**src/design/ubs_pkg.sv**
```systemverilog
// ----------------------------------------------------------------------------
// ubs_pkg
// Shared widths, protocol bytes, function codes and phase encoding for the
// boot image sender.
// ----------------------------------------------------------------------------
package ubs_pkg;

    localparam int RX_BYTES           = 4;
    localparam int RX_LANES_DEFAULT   = 4;

    localparam int FUNC_W     = 3;
    localparam int COUNT_W    = 3;
    localparam int BYTE_W     = 8;
    localparam int KIND_W     = 2;
    localparam int LEN_W      = 16;
    localparam int PHASE_W    = 3;
    localparam int LIMIT_W    = 20;
    localparam int TIMER_W    = LIMIT_W + 1;
    localparam int CFG_INDEX_W = 1;
    localparam int CFG_DATA_W = 20;

    localparam logic [BYTE_W-1:0] BYTE_SOH = 8'h01;
    localparam logic [BYTE_W-1:0] BYTE_STX = 8'h02;
    localparam logic [BYTE_W-1:0] BYTE_ACK = 8'h06;

    localparam logic [LIMIT_W-1:0] LIMIT_AT_RESET = 20'd1000000;

    localparam logic [LEN_W-1:0] LEN_HEADER = 16'd3;
    localparam logic [LEN_W-1:0] LEN_ACK    = 16'd1;

    typedef enum logic [CFG_INDEX_W-1:0] {
        REG_IMAGE_LENGTH  = 1'b0,
        REG_TIMEOUT_LIMIT = 1'b1
    } reg_index_t;

    typedef enum logic [FUNC_W-1:0] {
        FUNC_POLL       = 3'd0,
        FUNC_RESTART    = 3'd1,
        FUNC_RESET_IDLE = 3'd2,
        FUNC_FORCE_DONE = 3'd3,
        FUNC_IMAGE_BYTE = 3'd4
    } func_t;

    typedef enum logic [KIND_W-1:0] {
        KIND_NONE  = 2'd0,
        KIND_SHORT = 2'd1,
        KIND_IMAGE = 2'd2
    } kind_t;

    typedef enum logic [6:0] {
        PH_IDLE      = 7'b0000001,
        PH_SEEN_STX  = 7'b0000010,
        PH_SENT_SOH  = 7'b0000100,
        PH_SEEN_ACK  = 7'b0001000,
        PH_SENT_IMG  = 7'b0010000,
        PH_SEND_ACK  = 7'b0100000,
        PH_DONE      = 7'b1000000
    } phase_t;

    localparam logic [PHASE_W-1:0] PHASE_CODE_IDLE     = 3'd0;
    localparam logic [PHASE_W-1:0] PHASE_CODE_SEEN_STX = 3'd1;
    localparam logic [PHASE_W-1:0] PHASE_CODE_SENT_SOH = 3'd2;
    localparam logic [PHASE_W-1:0] PHASE_CODE_SEEN_ACK = 3'd3;
    localparam logic [PHASE_W-1:0] PHASE_CODE_SENT_IMG = 3'd4;
    localparam logic [PHASE_W-1:0] PHASE_CODE_SEND_ACK = 3'd5;
    localparam logic [PHASE_W-1:0] PHASE_CODE_DONE     = 3'd6;

    typedef struct packed {
        logic [LEN_W-1:0]   image_length;
        logic [LIMIT_W-1:0] timeout_limit;
    } cfg_t;

    function automatic logic [PHASE_W-1:0] phase_code(input phase_t ph);
        logic [PHASE_W-1:0] code;
        unique case (ph)
            PH_IDLE:     code = PHASE_CODE_IDLE;
            PH_SEEN_STX: code = PHASE_CODE_SEEN_STX;
            PH_SENT_SOH: code = PHASE_CODE_SENT_SOH;
            PH_SEEN_ACK: code = PHASE_CODE_SEEN_ACK;
            PH_SENT_IMG: code = PHASE_CODE_SENT_IMG;
            PH_SEND_ACK: code = PHASE_CODE_SEND_ACK;
            default:     code = PHASE_CODE_DONE;
        endcase
        return code;
    endfunction

endpackage

```
**src/design/ubs_if.sv**
```systemverilog
// ----------------------------------------------------------------------------
// ubs_if
// Valid/ready channel interfaces for poll items and transmit results.
// ----------------------------------------------------------------------------
interface ubs_in_if;
    import ubs_pkg::*;

    logic               valid;
    logic               ready;
    logic [FUNC_W-1:0]  func;
    logic [COUNT_W-1:0] rx_count;
    logic [BYTE_W-1:0]  rx_byte0;
    logic [BYTE_W-1:0]  rx_byte1;
    logic [BYTE_W-1:0]  rx_byte2;
    logic [BYTE_W-1:0]  rx_byte3;

    modport source (
        output valid, func, rx_count, rx_byte0, rx_byte1, rx_byte2, rx_byte3,
        input  ready
    );
    modport sink (
        input  valid, func, rx_count, rx_byte0, rx_byte1, rx_byte2, rx_byte3,
        output ready
    );
endinterface

interface ubs_out_if;
    import ubs_pkg::*;

    logic               valid;
    logic               ready;
    logic [KIND_W-1:0]  tx_kind;
    logic [LEN_W-1:0]   tx_len;
    logic [BYTE_W-1:0]  tx_byte0;
    logic [BYTE_W-1:0]  tx_byte1;
    logic [BYTE_W-1:0]  tx_byte2;
    logic [PHASE_W-1:0] phase;
    logic               timed_out;
    logic               finished;

    modport source (
        output valid, tx_kind, tx_len, tx_byte0, tx_byte1, tx_byte2, phase,
               timed_out, finished,
        input  ready
    );
    modport sink (
        input  valid, tx_kind, tx_len, tx_byte0, tx_byte1, tx_byte2, phase,
               timed_out, finished,
        output ready
    );
endinterface

```
**src/design/ubs_lane.sv**
```systemverilog
// ----------------------------------------------------------------------------
// ubs_lane
// One receive lane: flags an STX byte when the lane holds a received byte.
// ----------------------------------------------------------------------------
module ubs_lane (
    input  logic [ubs_pkg::BYTE_W-1:0] rx_byte,
    input  logic                       lane_en,
    output logic                       stx_hit
);
    import ubs_pkg::*;

    assign stx_hit = lane_en && (rx_byte == BYTE_STX);

endmodule

```
**src/design/ubs_stx_detect.sv**
```systemverilog
// ----------------------------------------------------------------------------
// ubs_stx_detect
// Receive lanes side by side, merged into one "STX seen in this poll" flag.
// ----------------------------------------------------------------------------
module ubs_stx_detect #(
    parameter int NUM_LANES = ubs_pkg::RX_BYTES
) (
    input  logic [ubs_pkg::RX_BYTES-1:0][ubs_pkg::BYTE_W-1:0] rx_bytes,
    input  logic [ubs_pkg::COUNT_W-1:0]                       rx_count,
    output logic                                              stx_seen
);
    import ubs_pkg::*;

    logic [NUM_LANES-1:0] lane_hit;

    for (genvar i = 0; i < NUM_LANES; i++) begin : g_lane
        ubs_lane u_lane (
            .rx_byte (rx_bytes[i]),
            .lane_en (COUNT_W'(i) < rx_count),
            .stx_hit (lane_hit[i])
        );
    end

    // merge stage
    assign stx_seen = |lane_hit;

endmodule

```
**src/design/ubs_core.sv**
```systemverilog
// ----------------------------------------------------------------------------
// ubs_core
// Handshake phase machine, timeout counter, checksum and result register.
// ----------------------------------------------------------------------------
module ubs_core #(
    parameter int NUM_LANES = ubs_pkg::RX_BYTES
) (
    input  logic          clk,
    input  logic          rst_n,
    input  ubs_pkg::cfg_t cfg,
    ubs_in_if.sink        in_ch,
    ubs_out_if.source     out_ch
);
    import ubs_pkg::*;

    phase_t              phase_reg, phase_next;
    logic [TIMER_W-1:0]  timeout_reg, timeout_next;
    logic [BYTE_W-1:0]   checksum_reg, checksum_next;

    logic                out_valid_reg;
    logic [KIND_W-1:0]   kind_reg, kind_next;
    logic [LEN_W-1:0]    len_reg, len_next;
    logic [BYTE_W-1:0]   b0_reg, b0_next;
    logic [BYTE_W-1:0]   b1_reg, b1_next;
    logic [BYTE_W-1:0]   b2_reg, b2_next;
    logic [PHASE_W-1:0]  phase_out_reg;
    logic                timed_out_reg;
    logic                finished_reg;

    logic [COUNT_W-1:0]  cnt;
    logic                stx_seen;
    logic                in_xfer;
    logic [TIMER_W-1:0]  timer_reload;

    assign in_ch.ready = !out_valid_reg || out_ch.ready;
    assign in_xfer     = in_ch.valid && in_ch.ready;

    assign cnt = (in_ch.rx_count > COUNT_W'(NUM_LANES)) ? COUNT_W'(NUM_LANES)
                                                         : in_ch.rx_count;
    assign timer_reload = {1'b0, cfg.timeout_limit};

    ubs_stx_detect #(.NUM_LANES(NUM_LANES)) u_stx (
        .rx_bytes ({in_ch.rx_byte3, in_ch.rx_byte2, in_ch.rx_byte1, in_ch.rx_byte0}),
        .rx_count (cnt),
        .stx_seen (stx_seen)
    );

    always_comb
    begin
        phase_next    = phase_reg;
        timeout_next  = timeout_reg;
        checksum_next = checksum_reg;
        kind_next     = KIND_NONE;
        len_next      = '0;
        b0_next       = '0;
        b1_next       = '0;
        b2_next       = '0;
        unique case (func_t'(in_ch.func))
            FUNC_POLL:
            begin
                unique case (phase_reg)
                    PH_IDLE:
                    begin
                        if (stx_seen)
                            phase_next = PH_SEEN_STX;
                        // counter floors at -1
                        if (!timeout_reg[TIMER_W-1])
                            timeout_next = timeout_reg - TIMER_W'(1);
                    end
                    PH_SEEN_STX:
                    begin
                        kind_next  = KIND_SHORT;
                        len_next   = LEN_HEADER;
                        b0_next    = BYTE_SOH;
                        b1_next    = cfg.image_length[7:0];
                        b2_next    = cfg.image_length[15:8];
                        phase_next = PH_SENT_SOH;
                    end
                    PH_SENT_SOH:
                    begin
                        if (cnt == COUNT_W'(1))
                            phase_next = (in_ch.rx_byte0 == BYTE_ACK) ? PH_SEEN_ACK
                                                                      : PH_IDLE;
                    end
                    PH_SEEN_ACK:
                    begin
                        kind_next  = KIND_IMAGE;
                        len_next   = cfg.image_length;
                        phase_next = PH_SENT_IMG;
                    end
                    PH_SENT_IMG:
                    begin
                        if (cnt == COUNT_W'(1))
                            phase_next = (in_ch.rx_byte0 == checksum_reg) ? PH_SEND_ACK
                                                                          : PH_IDLE;
                    end
                    PH_SEND_ACK:
                    begin
                        kind_next  = KIND_SHORT;
                        len_next   = LEN_ACK;
                        b0_next    = BYTE_ACK;
                        phase_next = PH_DONE;
                    end
                    default: ;
                endcase
            end
            FUNC_RESTART:
            begin
                phase_next    = PH_IDLE;
                checksum_next = '0;
                timeout_next  = timer_reload;
            end
            FUNC_RESET_IDLE:
            begin
                phase_next   = PH_IDLE;
                timeout_next = timer_reload;
            end
            FUNC_FORCE_DONE: phase_next = PH_DONE;
            FUNC_IMAGE_BYTE: checksum_next = checksum_reg ^ in_ch.rx_byte0;
            default: ;
        endcase
    end

    always_ff @(posedge clk or negedge rst_n)
    begin
        if (!rst_n)
        begin
            phase_reg     <= PH_IDLE;
            timeout_reg   <= {1'b0, LIMIT_AT_RESET};
            checksum_reg  <= '0;
            out_valid_reg <= 1'b0;
        end
        else
        begin
            if (in_xfer)
            begin
                phase_reg    <= phase_next;
                timeout_reg  <= timeout_next;
                checksum_reg <= checksum_next;
            end
            if (in_xfer)
                out_valid_reg <= 1'b1;
            else if (out_ch.ready)
                out_valid_reg <= 1'b0;
        end
    end

    always_ff @(posedge clk)
    begin
        if (in_xfer)
        begin
            kind_reg      <= kind_next;
            len_reg       <= len_next;
            b0_reg        <= b0_next;
            b1_reg        <= b1_next;
            b2_reg        <= b2_next;
            phase_out_reg <= phase_code(phase_next);
            timed_out_reg <= (phase_next == PH_IDLE) && timeout_next[TIMER_W-1];
            finished_reg  <= (phase_next == PH_DONE);
        end
    end

    assign out_ch.valid     = out_valid_reg;
    assign out_ch.tx_kind   = kind_reg;
    assign out_ch.tx_len    = len_reg;
    assign out_ch.tx_byte0  = b0_reg;
    assign out_ch.tx_byte1  = b1_reg;
    assign out_ch.tx_byte2  = b2_reg;
    assign out_ch.phase     = phase_out_reg;
    assign out_ch.timed_out = timed_out_reg;
    assign out_ch.finished  = finished_reg;

    a_xfer_loads_result: assert property (@(posedge clk) disable iff (!rst_n)
        in_xfer |=> out_valid_reg)
        else $error("accepted poll produced no result");

    a_done_flag_matches: assert property (@(posedge clk) disable iff (!rst_n)
        out_valid_reg |-> (finished_reg == (phase_out_reg == PHASE_CODE_DONE)))
        else $error("finished flag disagrees with phase");

    a_timeout_only_idle: assert property (@(posedge clk) disable iff (!rst_n)
        (out_valid_reg && timed_out_reg) |-> (phase_out_reg == PHASE_CODE_IDLE))
        else $error("timeout reported outside idle phase");

    a_silent_no_len: assert property (@(posedge clk) disable iff (!rst_n)
        (out_valid_reg && kind_reg == KIND_NONE) |-> (len_reg == '0))
        else $error("nonzero length with nothing to send");

endmodule

```
**src/design/uart_boot_image_sender.sv**
```systemverilog
// ----------------------------------------------------------------------------
// uart_boot_image_sender
// Host side of a serial boot handshake: STX wait, SOH header, ACK wait,
// image send, checksum echo check, final ACK.
// ----------------------------------------------------------------------------
//  channel   | dir | handshake     | payload
//  in_ch     | in  | valid/ready   | func, rx_count, rx_byte0..3
//  out_ch    | out | valid/ready   | tx_kind, tx_len, tx_byte0..2, phase,
//            |     |               | timed_out, finished
//  cfg       | in  | cfg_we        | cfg_index, cfg_data
//
//  One item per cycle while results are taken; each transfer in yields one registered result.
//  A poll is a single pass through the phase machine and the STX lanes.
//  A waiting result holds off the input; the next item enters in the same
//  cycle that result is taken, so a ready receiver sees no bubbles.
//  Reset (rst_n low, async) sets idle phase, clears the checksum and loads
//  the timeout counter and limit with their reset values.
// ----------------------------------------------------------------------------
module uart_boot_image_sender #(
    parameter int RX_LANES = ubs_pkg::RX_LANES_DEFAULT
) (
    input  logic                            clk,
    input  logic                            rst_n,
    input  logic                            cfg_we,
    input  logic [ubs_pkg::CFG_INDEX_W-1:0] cfg_index,
    input  logic [ubs_pkg::CFG_DATA_W-1:0]  cfg_data,
    ubs_in_if.sink                          in_ch,
    ubs_out_if.source                       out_ch
);
    import ubs_pkg::*;

    localparam int ACTIVE_LANES = (RX_LANES < RX_BYTES) ? RX_LANES : RX_BYTES;

    logic [LEN_W-1:0]   image_length_reg;
    logic [LIMIT_W-1:0] timeout_limit_reg;
    cfg_t               cfg;

    always_ff @(posedge clk or negedge rst_n)
    begin
        if (!rst_n)
        begin
            image_length_reg  <= '0;
            timeout_limit_reg <= LIMIT_AT_RESET;
        end
        else if (cfg_we)
        begin
            unique case (reg_index_t'(cfg_index))
                REG_IMAGE_LENGTH:  image_length_reg  <= cfg_data[LEN_W-1:0];
                REG_TIMEOUT_LIMIT: timeout_limit_reg <= cfg_data[LIMIT_W-1:0];
                default: ;
            endcase
        end
    end

    assign cfg.image_length  = image_length_reg;
    assign cfg.timeout_limit = timeout_limit_reg;

    ubs_core #(.NUM_LANES(ACTIVE_LANES)) u_core (
        .clk    (clk),
        .rst_n  (rst_n),
        .cfg    (cfg),
        .in_ch  (in_ch),
        .out_ch (out_ch)
    );

endmodule
```
**src/flat_wrapper.sv**
```systemverilog
// flat-port wrapper written by rule: the top's interface ports become plain ports
module uart_boot_image_sender_flat import ubs_pkg::*;
#(
    parameter int RX_LANES = ubs_pkg::RX_LANES_DEFAULT
)
  (clk, rst_n, cfg_we, cfg_index, cfg_data, in_ch_valid, in_ch_func, in_ch_rx_count, in_ch_rx_byte0, in_ch_rx_byte1, in_ch_rx_byte2, in_ch_rx_byte3, in_ch_ready, out_ch_valid, out_ch_tx_kind, out_ch_tx_len, out_ch_tx_byte0, out_ch_tx_byte1, out_ch_tx_byte2, out_ch_phase, out_ch_timed_out, out_ch_finished, out_ch_ready);
  ubs_in_if in_ch_i ();
  ubs_out_if out_ch_i ();
  input  logic clk;
  input  logic rst_n;
  input  logic cfg_we;
  input  logic [ubs_pkg::CFG_INDEX_W-1:0] cfg_index;
  input  logic [ubs_pkg::CFG_DATA_W-1:0] cfg_data;
  input wire logic [$bits(in_ch_i.valid)-1:0] in_ch_valid;
  input wire logic [$bits(in_ch_i.func)-1:0] in_ch_func;
  input wire logic [$bits(in_ch_i.rx_count)-1:0] in_ch_rx_count;
  input wire logic [$bits(in_ch_i.rx_byte0)-1:0] in_ch_rx_byte0;
  input wire logic [$bits(in_ch_i.rx_byte1)-1:0] in_ch_rx_byte1;
  input wire logic [$bits(in_ch_i.rx_byte2)-1:0] in_ch_rx_byte2;
  input wire logic [$bits(in_ch_i.rx_byte3)-1:0] in_ch_rx_byte3;
  output wire logic [$bits(in_ch_i.ready)-1:0] in_ch_ready;
  output wire logic [$bits(out_ch_i.valid)-1:0] out_ch_valid;
  output wire logic [$bits(out_ch_i.tx_kind)-1:0] out_ch_tx_kind;
  output wire logic [$bits(out_ch_i.tx_len)-1:0] out_ch_tx_len;
  output wire logic [$bits(out_ch_i.tx_byte0)-1:0] out_ch_tx_byte0;
  output wire logic [$bits(out_ch_i.tx_byte1)-1:0] out_ch_tx_byte1;
  output wire logic [$bits(out_ch_i.tx_byte2)-1:0] out_ch_tx_byte2;
  output wire logic [$bits(out_ch_i.phase)-1:0] out_ch_phase;
  output wire logic [$bits(out_ch_i.timed_out)-1:0] out_ch_timed_out;
  output wire logic [$bits(out_ch_i.finished)-1:0] out_ch_finished;
  input wire logic [$bits(out_ch_i.ready)-1:0] out_ch_ready;
  assign in_ch_i.valid = in_ch_valid;
  assign in_ch_i.func = in_ch_func;
  assign in_ch_i.rx_count = in_ch_rx_count;
  assign in_ch_i.rx_byte0 = in_ch_rx_byte0;
  assign in_ch_i.rx_byte1 = in_ch_rx_byte1;
  assign in_ch_i.rx_byte2 = in_ch_rx_byte2;
  assign in_ch_i.rx_byte3 = in_ch_rx_byte3;
  assign in_ch_ready = in_ch_i.ready;
  assign out_ch_valid = out_ch_i.valid;
  assign out_ch_tx_kind = out_ch_i.tx_kind;
  assign out_ch_tx_len = out_ch_i.tx_len;
  assign out_ch_tx_byte0 = out_ch_i.tx_byte0;
  assign out_ch_tx_byte1 = out_ch_i.tx_byte1;
  assign out_ch_tx_byte2 = out_ch_i.tx_byte2;
  assign out_ch_phase = out_ch_i.phase;
  assign out_ch_timed_out = out_ch_i.timed_out;
  assign out_ch_finished = out_ch_i.finished;
  assign out_ch_i.ready = out_ch_ready;
  uart_boot_image_sender #(.RX_LANES(RX_LANES)) u_core (.clk(clk), .rst_n(rst_n), .cfg_we(cfg_we), .cfg_index(cfg_index), .cfg_data(cfg_data), .in_ch(in_ch_i), .out_ch(out_ch_i));
endmodule
```
**config.mk**
```make
export PLATFORM = sky130hd
export DESIGN_NAME = uart_boot_image_sender_flat
export DESIGN_NICKNAME = d
export VERILOG_FILES = /design/src/design/ubs_pkg.sv /design/src/design/ubs_if.sv /design/src/design/ubs_lane.sv /design/src/design/ubs_stx_detect.sv /design/src/design/ubs_core.sv /design/src/design/uart_boot_image_sender.sv /design/src/flat_wrapper.sv
export SDC_FILE = /design/constraint.sdc
export NUM_CORES = 1
export LEC_CHECK = 0
export BUFFER_PORTS_ARGS = -buffer_cell sky130_fd_sc_hd__buf_2
export CAP_MARGIN = 20
export CORE_ASPECT_RATIO = 0.8
export CORE_MARGIN = 2
export CORE_UTILIZATION = 55
export DETAILED_ROUTE_END_ITERATION = 10
export GPL_ROUTABILITY_DRIVEN = 0
export HOLD_SLACK_MARGIN = 0.1
export PLACE_DENSITY = 0.8
export SLEW_MARGIN = 30
export SYNTH_ARGS = -nofsm -noshare
export SYNTH_HDL_FRONTEND = slang
export SYNTH_SLANG_ARGS = --single-unit
export TNS_END_PERCENT = 50
```
**constraint.sdc**
```tcl
create_clock -name clk -period 2.9 [get_ports clk]
set_input_delay 0.29 -clock clk [delete_from_list [all_inputs] [get_ports clk]]
set_output_delay 0.29 -clock clk [all_outputs]
set_load 0.05 [all_outputs]
```
; ---- After elaboration in Yosys (flattened, before gate mapping)
; Index checks and enable logic that the tools add are counted.
[classes]
magnitude_cmp = 5
muxes = 18
addsub = 1
n_eq_ne = 26
bitwise = 2
n_reduce_logical = 20
[ops]
columns = op, n
row1 = $pmux W16 S3, 1
row2 = $mux W21, 2
row3 = $pmux W21 S2, 1
row4 = $pmux W7 S6, 1
row5 = $eq A8 B2 Y1 const B, 4
row6 = $mux W7, 3
row7 = $pmux W7 S3, 1
row8 = $sub A21 B1 Y21 const B, 1
row9 = $pmux W3 S6, 1
row10 = $pmux W8 S2, 1
row11 = $eq A7 B1 Y1 const B, 2
row12 = $eq A7 B2 Y1 const B, 2
row13 = $eq A7 B3 Y1 const B, 2
row14 = $eq A7 B4 Y1 const B, 2
row15 = $eq A7 B5 Y1 const B, 2
row16 = $eq A7 B6 Y1 const B, 2
row17 = $eq A8 B3 Y1 const B, 1
row18 = $eq A8 B8 Y1, 1
row19 = $reduce_and A2 Y1, 4
row20 = $xor A8 B8 Y8, 1
row21 = $eq A7 B7 Y1 const B, 1
row22 = $eq A3 B1 Y1 const B, 2
row23 = $eq A3 B2 Y1 const B, 2
row24 = $logic_and A1 B1 Y1, 6
row25 = other kinds (20), 26
[word_totals]
register_bits = 120
inputBits = 64
elab_cells = 87

; ---- Depth between registers and ports, before layout
; Gate-level depths: netlist (run 1).
[logic_depth]
ltp_word = 10
mapped_depth = 9
ltp_nobuf = 8

; ---- Modules after synthesis
; From an unflattened synthesis (run 1), not the netlist that was laid out.
[unflattened]
cells_unflattened = 536
hier_area_um2 = 5879.4
[by_module_without_submodules]
columns = module, area_each_um2, cells_per_inst, instances
row1 = ubs_core, 4310.4, 442, 1
row2 = uart_boot_image_sender, 1416.4, 78, 1
row3 = ubs_lane, 31.3, 3, 4
row4 = ubs_stx_detect, 27.5, 4, 1

; ---- Worst setup path before layout (run 1)
; Ideal clock, no wire load.
[synth_path]
path_kind = register to register
start = reg u_core.u_core.out_valid_reg, in the netlist u_core.u_core.out_ch.valid
end = reg u_core.u_core.checksum_reg[5]
setup_ns = 0.083
required_time_ns = 2.817
slack_ns = -0.117
path_stages_with_launch = 9
period_less_slack_ns = 3.017
path_buffers = 1
arrival_time_ns = 2.934
cell_sequence = dfrtp_1 -> nand2b_1 -> nand2_1 -> inv_1 -> nand3_1 -> clkbuf_1 -> nor2_1 -> o21ai_0 -> o21ai_0
[synth_via]
elab_chain_len = 4
[synth_lines]
columns = item, line
row1 = from (decl), ubs_core.sv:20  ; logic out_valid_reg;
row2 = from (signal assigned), ubs_core.sv:131  ; out_valid_reg <= 1'b0;
row3 = from (signal assigned), ubs_core.sv:142  ; out_valid_reg <= 1'b1;
row4 = from (signal assigned), ubs_core.sv:144  ; out_valid_reg <= 1'b0;
row5 = $logic_not A1 Y1, ubs_core.sv:35  ; assign in_ch.ready = !out_valid_reg || out_ch.ready;
row6 = $logic_or A1 B1 Y1, ubs_core.sv:35
row7 = named net in_ch_ready, flat_wrapper.sv:21  ; output wire logic [$bits(in_ch_i.ready)-1:0] in_ch_ready;
row8 = $logic_and A1 B1 Y1, ubs_core.sv:36  ; assign in_xfer = in_ch.valid && in_ch.ready;
row9 = named net u_core.u_core.in_xfer, ubs_core.sv:32  ; logic in_xfer;
row10 = $reduce_and A2 Y1 (no source line), -
row11 = to (signal assigned), ubs_core.sv:139  ; checksum_reg <= checksum_next;
row12 = to (decl), ubs_core.sv:18  ; logic [BYTE_W-1:0] checksum_reg, checksum_next;
; The timed path passes the listed nets, and every way through them passes these cells.
; A chain may end at the register's enable or synchronous reset.

; ---- Final worst setup path (run 1)
[layout_path]
start = reg u_core.u_core.phase_reg[0]
end = reg u_core.u_core.phase_out_reg[1], in the netlist u_core.u_core.out_ch.phase[1], data pin
[layout_via]
elab_chain_len = 5
word_cells_on_any_way = 18
classes_between = eq/ne: 12 / mux: 6
[layout_lines]
columns = item, line
row1 = from (decl), ubs_core.sv:16  ; phase_t phase_reg, phase_next;
row2 = from (signal assigned), ubs_core.sv:137  ; phase_reg <= phase_next;
row3 = "$eq A7 B6 Y1, or another cell as far along", ubs_core.sv:61  ; unique case (phase_reg)
row4 = $pmux W7 S6, ubs_core.sv:61
row5 = $pmux W7 S3 *, ubs_core.sv:58  ; unique case (func_t'(in_ch.func))
row6 = "$eq A7 B6 Y1, or another cell as far along", ubs_pkg.sv:75  ; unique case (ph)
row7 = $pmux W3 S6 *, ubs_pkg.sv:75
row8 = to (signal assigned), ubs_core.sv:157  ; phase_out_reg <= phase_code(phase_next);
row9 = to (decl), ubs_core.sv:26  ; logic [PHASE_W-1:0] phase_out_reg;
; Every way passes the cells marked *; elsewhere a longest branch is shown, timed or not.

==> impl_metrics.toml, run 1 <==
[synthesis]
count_of_synthesis_stage_warnings_from_yosys = 0
ys_seq_elements = 114
number_of_distinct_standard_cells_referenced_by_the_synthesized_netlist = 69
async_flop_share = 0.640
average_instance_area_after_synthesis_um2 = 11.1
synth-edff-count = 41
synth_top_flop_cell = "dfrtp_1"
postSynthCellCount = 517
synth_area_mm2 = 0.00572
synth.yosys.seq_area_share = 0.538

[timing]
setup_viol_count_final = 0
fin_tns_setup_ns = 0
fin_worst_skew_ns = 0.0104
fmaxAchievable_mhz = 378
slew_headroom = 0.620
report.final.hold_viol_count = 0
timing.final.crit_share = 0.913
rsz0062_at_grt = "no"
timing_worst_slew_pin_value_ns = 0.570
final_period_minus_worst_setup_slack_ns = 2.65
timing.final.max_slew_violations = 0

[clocking]
cts.path.max_buffers = 2
clock_insertion_delay_worst_skew_ns = 0.41
numCtsBuffers = 17
post_cts.resized_instances = 0
clkSinkCount = 114
h-tree-depth = 4
clock_tree.root_cell = "clkbuf_16"
cts_tree = "yes"
path_clk_slew_ns = 0.05

[grt]
grt.overflow.total = 0
grt_pass1_vias = 4285
grt_start_max_net_pins = 74
antenna_found_initial = 0
grt_pass1_wl_mm = 21.2
global_route.usage.total = 0.241

[run]
max_cap_violations = 0

[place]
detailed_place_hpwl_mm = 8.78
placement.io_buffers = 107

[pwr]
worst_vdd_ir_uv = 376
power.leakage_nw = 2.90
power.density_cell_area_mw_per_mm2 = 709

[critical_path]
cp-end-kind = "register"
slowest_stage = "dfstp_2"
path_common_cell = "nand3_1"
worst-path-buf-inv = 0
worstPathCellList = "nor2b_1 > nand3_1 > a41o_1 > a22oi_2 > nand3_1 > a2111oi_1 > a21oi_1"
cp_top_family = "compound AO/OA/AOI/OAI gates"
cpPeakStageDelay_ns = 0.64
startpoint_type = "register"
worst-endpoint-required_ns = 3.04
worst_ep_arrival_time_ns = 2.79
setup.worst_path.class = "register to register"
path_max_fanout = 11

[layout]
drive_above_1_share = 0.360
syn2layout_area_growth_pct = 21.7
finish.utilization = 0.682
fillers = 732
number_of_flip_flops_under_the_largest_register_name = 21
n_antenna_cell = 0
final_nets = 693

[floorplan]
start_util = 0.561
chipHeight_um = 95.2
die_width_um = 118
die_area_mm2 = 0.0112
std_cell_rows = 33
i_o_pin_total = 113
core_area_mm2 = 0.0102

[routing]
ant_nets = 0
drt-vias-per-instance = 5.70
wl_per_cell_um = 16.5
met1Wirelength_mm = 5.69
drt_pre_antenna_iters = 5
drc = 0
drt_iter0_markers = 432
route.met3.wl_um = 792
drt_wl_total_mm = 12.9
wl_met2_mm = 6.25
route.top_layer_used = "met4"
detailroute.via_count = 4452

[hold_path]
timing.hold.worst.class = "input pin to register"

[outcome]
outcome = "finished, final reports clean"
[cells by family (layout without fill, tap and decap cells)]
family                   Yosys count  after routing  share of synthesized area
buffers and inverters             43            163                     0.0392
other                              1              5                   0.000656
AO/OA/AOI/OAI                    132            132                      0.143
adder cells (fa/ha/maj)            1              1                    0.00219
multiplexers                      38             38                     0.0749
XOR/XNOR                          12             12                     0.0184
AND/OR/NAND/NOR                  176            176                      0.184
flip-flops                       114            114                      0.538
[metal layers]
layer  GRT usage  up-vias
li1            -     2117
met1       0.307     2154
met2       0.404      166
met3      0.0658       15
met4      0.0853        0
met5           0        -
[Yosys cell counts, types with 3 or more instances]
| cell type | count | share of area |
|---|---|---|
| clkbuf_1 | 17 | 0.011 |
| inv_1 | 9 | 0.0059 |
| a21oi_1 | 20 | 0.018 |
| nor4_1 | 11 | 0.012 |
| nor2_1 | 34 | 0.022 |
| a32oi_1 | 6 | 0.0092 |
| nand3_1 | 12 | 0.011 |
| nand4_1 | 3 | 0.0033 |
| nor3_1 | 11 | 0.0096 |
| buf_4 | 7 | 0.0092 |
| a21o_1 | 3 | 0.0039 |
| dfrtp_1 | 58 | 0.25 |
| buf_6 | 4 | 0.0079 |
| dfstp_2 | 15 | 0.069 |
| mux2_2 | 38 | 0.075 |
| nand2b_1 | 15 | 0.016 |
| xor2_1 | 4 | 0.0061 |
| xnor2_1 | 8 | 0.012 |
| a22oi_1 | 11 | 0.014 |
| a31oi_1 | 4 | 0.0044 |
| buf_2 | 5 | 0.0044 |
| nand2_1 | 16 | 0.011 |
| nor2_2 | 3 | 0.0033 |
| o21ai_1 | 7 | 0.0061 |
| edfxtp_1 | 41 | 0.22 |
| and2_1 | 31 | 0.034 |
| o21ai_0 | 59 | 0.052 |
| or3_1 | 4 | 0.0044 |
| nor2b_1 | 9 | 0.0098 |
[cell type report]
type / count / area (um^2) / share of cell area
clock buffer: 17 / 425 / 0.0612
clock inverter: 15 / 134 / 0.0192
timing repair buffer: 122 / 666 / 0.0957
inverter: 9 / 37.5 / 0.00540
tap: 140 / 175 / 0.0252
multi-input combinational: 364 / 2440 / 0.351
sequential: 114 / 3080 / 0.442
[layout by cell type, fill, tap and decap left out, drive strengths merged, types with 6 or more instances in the layout]
cell type,synthesis,layout
edfxtp,41,41
dfrtp,58,58
a22oi,12,12
clkinv,0,7
and2,31,31
nor4,13,13
mux2,38,38
nand2b,15,15
xnor2,8,8
o21ai,66,66
nor2,37,37
a21oi,21,21
dfstp,15,15
nor2b,9,9
nand3,13,13
inv,9,12
a32oi,6,6
buf,17,120
clkbuf,17,17
nor3,13,13
nand2,16,16
[where the power goes]
group	leakage, nW	total [W]	switching (W)	internal, W
clock	0.270	0.00194	0.000759	0.00118
combinational	1.35	0.000947	0.000586	0.000362
sequential	1.29	0.00204	0.000147	0.00189
[path summary, 6_finish.rpt]
path | start | end | slack (ns) | cells after the start
min in group asynchronous | rst_n | u_core.u_core.checksum_reg[4] | 0.44 | 3
setup reg to reg | u_core.u_core.phase_reg[0] | u_core.u_core.out_ch.phase[1] | 0.25 | 7
max in group asynchronous | rst_n | u_core.timeout_limit_reg[9] | 2.10 | 3
hold / removal | cfg_data[19] | u_core.timeout_limit_reg[19] | 0.12 | 2
setup / recovery | u_core.u_core.phase_reg[0] | u_core.u_core.out_ch.phase[1] | 0.25 | 7
hold reg to reg | u_core.u_core.timeout_reg[19] | u_core.u_core.timeout_reg[19] | 0.50 | 2
[metrics by stage]
step                      instances  hold WS (ns)  instance area (um^2)  total power, W  setup slack [ns]
after CTS                       781         0.108                  6950         0.00494             0.302
after detailed placement        747         0.345                  6370         0.00299             0.310
final                           781         0.121                  6960         0.00493             0.253
after global placement          747         0.342                  6370         0.00293             0.435
after floorplan                 521      -0.00559                  5740         0.00269            0.0891
after global routing            781         0.111                  6960         0.00514            0.0538
[repair_timing]
action	4_1_cts	5_1_grt
endpoints found under the setup margin	0	0
hold endpoints to repair	59	0
hold buffers	2	0
buffers inserted	0	0
(Power assumes the default switching activity.)
==> inputs of run 2 (changes only) <==
- PLACE_DENSITY: 0.8 -> 0.77
==> run 2 against run 1 <==
Sequential power barely moved. Sequential share of layout area barely moved. Clock-buffer cell count did not move. Sequential cell count did not move. Final cell count fell by 0.26%. Routed wire length fell by 3.1%. Non-clock buffer count fell by 2. Final area barely moved. Critical path depth did not move. Register-to-register slack barely moved. Combinational power fell by 2.1%. Global-route usage fell by 0.98 points. Largest cell class unchanged. Highest routed layer unchanged.
==> impl_metrics.toml, run 2 (synthesis gave the netlist of run 1 again) <==
[grt]
antenna_found_initial = 0
grt_pass1_wl_mm = 20.5
global_route.usage.total = 0.232
grt_pass1_vias = 4337
grt.overflow.total = 0
grt_start_max_net_pins = 74

[critical_path]
r2r_end = "u_core.u_core.out_ch.phase[1]"
cp-end-kind = "register"
crit_path_start = "u_core.u_core.phase_reg[0]"
path_common_cell = "nand3_1"
worstPathCellList = "nor2b_1 > nand3_1 > a41o_1 > a22oi_2 > nand3_1 > a2111oi_1 > a21oi_1"
startpoint_type = "register"
worst-endpoint-required_ns = 3.04
timing.reg2reg.worst_path_depth = 7
slowest_stage = "dfstp_2"
setup.worst_path.class = "register to register"
setup.worst_path.end = "u_core.u_core.out_ch.phase[1]"
crit-reg2reg-launch = "u_core.u_core.phase_reg[0]"
timing.reg2reg.setup_slack_ns = 0.26
path_max_fanout = 11
cpPeakStageDelay_ns = 0.63
worst_ep_arrival_time_ns = 2.78

[hold_path]
timing.hold.worst.class = "input pin to register"

[timing]
setup_viol_count_final = 0
fmaxAchievable_mhz = 379
fin_tns_setup_ns = 0
report.final.hold_viol_count = 0
final_period_minus_worst_setup_slack_ns = 2.64
timing.final.max_slew_violations = 0
slew_headroom = 0.382
timing_worst_slew_pin_value_ns = 0.925
fin_worst_skew_ns = 0.00786
finalWorstSetupSlack_ns = 0.261
timing.final.crit_share = 0.910
rsz0062_at_grt = "no"

[layout]
final_nets = 691
drive_above_1_share = 0.357
number_of_flip_flops_under_the_largest_register_name = 21
mostFrequentLayoutCells = "buf_2, o21ai_0, dfrtp_1"
fillers = 763
n_antenna_cell = 0
multi_input_gate_area_mm2 = 0.00244
final_common_cell = "buf_2"
final-seq-area_mm2 = 0.00308
syn2layout_area_growth_pct = 21.7

[pwr]
power.density_cell_area_mw_per_mm2 = 715
fin_total_pwr_w = 0.00498
worst_vdd_ir_uv = 550
power.leakage_nw = 2.90

[floorplan]
chipHeight_um = 95.2
die_width_um = 118
core_area_mm2 = 0.0102
die_area_mm2 = 0.0112
std_cell_rows = 33
start_util = 0.561
i_o_pin_total = 113

[outcome]
outcome = "finished, final reports clean"

[clocking]
clock_insertion_delay_worst_skew_ns = 0.41
path_clk_slew_ns = 0.05
h-tree-depth = 4
cts_tree = "yes"
numCtsBuffers = 17
clock_tree.root_cell = "clkbuf_16"
post_cts.resized_instances = 0
clkSinkCount = 114
cts.path.max_buffers = 2

[routing]
drc = 0
detailroute.via_count = 4444
route.met3.wl_um = 655
drt_pre_antenna_iters = 5
wl_met2_mm = 5.85
wl_per_cell_um = 16.0
ant_nets = 0
drt_iter0_markers = 355
drt-vias-per-instance = 5.70
met1Wirelength_mm = 5.72
drt_wl_total_mm = 12.5
route.top_layer_used = "met4"

[place]
dp_slack_ns = 0.263
detailed_place_hpwl_mm = 8.60
placement.io_buffers = 107

[run]
max_cap_violations = 0
==> run 2: area by class of cell <==
type,instances,share of cell area
clock buffers,17,0.0612
clock inverters,15,0.0228
well taps,140,0.0252
multi-input cells,364,0.351
repair buffers,120,0.0926
flip-flops and latches,114,0.442
inverters,9,0.00540
==> run 2: critical path: cells and delay by family (launching register included) <==
family | cells | cell delay [ns]
and+or+nand+nor | 3 | 0.61
DFF | 1 | 0.63
AOI/OAI and AO/OA | 4 | 1.16
==> run 2: timing repair <==
action                                 CTS  global route
buffers inserted                         0             0
hold buffers                             2             0
setup endpoints to repair                0             1
endpoints found under the hold margin   59             0
==> run 2: worst min-delay path by stage <==
stage	from	end	slack, ns	cells after the start
2_1_floorplan	rst_n	u_core.image_length_reg[0]	-0.006	0
3_3_place_gp	u_core.u_core.timeout_reg[19]	u_core.u_core.timeout_reg[19]	0.47	2
3_5_place_dp	rst_n	u_core.u_core.checksum_reg[4]	0.48	1
4_1_cts	cfg_data[19]	u_core.timeout_limit_reg[19]	0.11	2
5_1_grt	cfg_data[18]	u_core.timeout_limit_reg[18]	0.11	2
6_report	cfg_data[19]	u_core.timeout_limit_reg[19]	0.12	2
==> run 2: layer usage <==
| metal | vias up | track usage |
|---|---|---|
| met5 | - | 0 |
| met4 | 0 | 0.103 |
| met3 | 26 | 0.0508 |
| met2 | 158 | 0.370 |
| met1 | 2142 | 0.308 |
| li1 | 2118 | - |
==> run 2: per-stage QoR <==
| step | hold slack [ns] | utilization | instances | cell area [um^2] |
|---|---|---|---|---|
| 3_3_place_gp | 0.472 | 0.623 | 745 | 6350 |
| 3_5_place_dp | 0.476 | 0.623 | 745 | 6350 |
| 2_1_floorplan | -0.00559 | - | 521 | 5740 |
| 4_1_cts | 0.106 | 0.682 | 779 | 6950 |
| 6_report | 0.116 | 0.682 | 779 | 6960 |
| 5_1_grt | 0.112 | 0.682 | 779 | 6960 |
==> run 2: where the power goes <==
part	leakage, nW	switching [W]	total, W	internal, W
Sequential	1.29	0.000142	0.00204	0.00189
Combinational	1.33	0.000575	0.000927	0.000351
Clock	0.280	0.000746	0.00201	0.00127
Total	2.90	0.00146	0.00498	0.00351
==> inputs of run 3 (changes only) <==
- CORE_UTILIZATION: 55 -> 57
- CTS_BUF_LIST: unset -> sky130_fd_sc_hd__clkbuf_8
- PLACE_DENSITY: 0.77 -> 0.79
==> run 3 against run 2 <==
Largest power group unchanged. First-iteration DRC count is 1.7% lower. Fmax shrank 3.2%. Worst hold slack improved by 0.011 ns. Final area is 0.13% higher. Clock-buffer cell count did not move. Utilization up 3.7 points.
==> impl_metrics.toml, run 3 (synthesis gave the netlist of run 1 again) <==
[pwr]
relative_contribution_of_the_clock_network_to_total_power = 0.335
total_switching_power_w = 0.00139
power.share.switching = 0.308
power.leakage_nw = 2.90
power.density_cell_area_mw_per_mm2 = 646
cell_internal_pwr_w = 0.00311
worst_vdd_ir_uv = 376
combPwrFrac = 0.212
p_seq_frac = 0.453

[routing]
detailroute.via_count = 4547
met1Wirelength_mm = 5.67
drt_pre_antenna_iters = 5
route.top_layer_used = "met4"
wl_met2_mm = 6.00
drt_iter0_markers = 349
drt_wl_total_mm = 12.7
drt-vias-per-instance = 5.72
route.met3.wl_um = 934
ant_nets = 0
wl_per_cell_um = 16.0
drc = 0

[layout]
final_common_cell = "buf_2"
mostFrequentLayoutCells = "buf_2, o21ai_0, dfrtp_1"
final_nets = 711
n_antenna_cell = 0
syn2layout_area_growth_pct = 21.8
number_of_flip_flops_under_the_largest_register_name = 21
drive_above_1_share = 0.349
fillers = 711

[clocking]
cts_tree = "yes"
h-tree-depth = 4
path_clk_slew_ns = 0.07
clock_insertion_delay_worst_skew_ns = 0.43
clkSinkCount = 114
numCtsBuffers = 17
cts.path.max_buffers = 2
clock_tree.root_cell = "clkbuf_8"

[critical_path]
setup.worst_path.class = "register to register"
cp-end-kind = "register"
path_max_fanout = 10
worst_ep_arrival_time_ns = 2.89
worst-endpoint-required_ns = 3.07
startpoint_type = "register"
cpPeakStageDelay_ns = 0.51
slowest_stage = "dfrtp_1"
worstPathCellList = "xor2_1 > o211ai_1 > a41o_1 > a22oi_2 > or3b_1 > a2111oi_1 > a21oi_1"

[floorplan]
i_o_pin_total = 113
std_cell_rows = 32
start_util = 0.590
chipHeight_um = 93.6
core_area_mm2 = 0.00969
die_width_um = 116
die_area_mm2 = 0.0109

[place]
detailed_place_hpwl_mm = 8.66
dp_slack_ns = 0.271
placement.io_buffers = 107

[timing]
timing.final.crit_share = 0.940
fin_worst_skew_ns = 0.0118
timing_worst_slew_pin_value_ns = 0.906
finalWorstSetupSlack_ns = 0.173
slew_headroom = 0.394
fmaxAchievable_mhz = 367
setup_viol_count_final = 0
timing.final.max_slew_violations = 0
report.final.hold_viol_count = 0
rsz0062_at_grt = "no"
fin_tns_setup_ns = 0
final_period_minus_worst_setup_slack_ns = 2.73

[grt]
grt_pass1_wl_mm = 20.8
grt_pass1_vias = 4386
grt.overflow.total = 0
antenna_found_initial = 0
grt_start_max_net_pins = 74
global_route.usage.total = 0.248

[outcome]
outcome = "finished, final reports clean"

[run]
max_cap_violations = 0

[hold_path]
timing.hold.worst.class = "input pin to register"
## run 3: what timing repair did
item	4_1_cts	5_1_grt
setup buffers	0	0
hold buffers	18	0
gates resized for setup	0	0
endpoints found under the hold margin	81	0
## run 3: power groups by stage
stage          Combinational, W  Sequential (W)  Clock [W]
2_1_floorplan          0.000572         0.00212          0
3_3_place_gp           0.000894         0.00204          0
3_5_place_dp           0.000926         0.00206          0
4_1_cts                0.000950         0.00203    0.00153
5_1_grt                 0.00105         0.00206    0.00160
6_report               0.000955         0.00204    0.00151
## run 3: per-stage QoR
step	std cells	instance area (um^2)	util	hold WS, ns	power [W]
after CTS	795	6970	0.719	0.102	0.00451
after detailed placement	745	6380	0.659	0.346	0.00298
final	795	6970	0.719	0.127	0.00450
after global placement	745	6380	0.659	0.346	0.00294
after global routing	795	6970	0.719	0.107	0.00471
after floorplan	521	5740	-	-0.00559	0.00269
## run 3: layout make-up
| cell class | count | area [um^2] | share of cell area |
|---|---|---|---|
| Sequential cell | 114 | 3080 | 0.442 |
| Clock buffer | 17 | 234 | 0.0336 |
| Timing Repair Buffer | 140 | 841 | 0.121 |
| Tap cell | 136 | 170 | 0.0244 |
| Inverter | 9 | 37.5 | 0.00539 |
| Clock inverter | 15 | 168 | 0.0241 |
| Multi-Input combinational cell | 364 | 2440 | 0.350 |
## run 3: worst paths after layout
check / start / to / slack [ns] / depth (start not counted)
setup / recovery: u_core.u_core.phase_reg[3] / u_core.u_core.out_ch.phase[1] / 0.17 / 7
hold / removal: cfg_data[1] / u_core.timeout_limit_reg[1] / 0.13 / 2
setup reg to reg: u_core.u_core.phase_reg[3] / u_core.u_core.out_ch.phase[1] / 0.17 / 7
hold reg to reg: u_core.u_core.timeout_reg[19] / u_core.u_core.timeout_reg[19] / 0.49 / 2
max in group asynchronous: rst_n / u_core.timeout_limit_reg[6] / 2.13 / 3
min in group asynchronous: rst_n / u_core.u_core.checksum_reg[0] / 0.40 / 3
## run 3: layer usage
metal / vias to the layer above / GRT usage
met1: 2203 / 0.337
met2: 186 / 0.385
li1: 2144 / -
met3: 14 / 0.0616
met4: 0 / 0.0952
met5: - / 0
## run 3: worst max-delay path, delay by kind of cell, from the launching register on
family	cells	cell delay, ns
DFF	1	0.51
and+or+nand+nor	1	0.42
AOI/OAI and AO/OA	5	1.32
xor gates and xnor gates	1	0.22
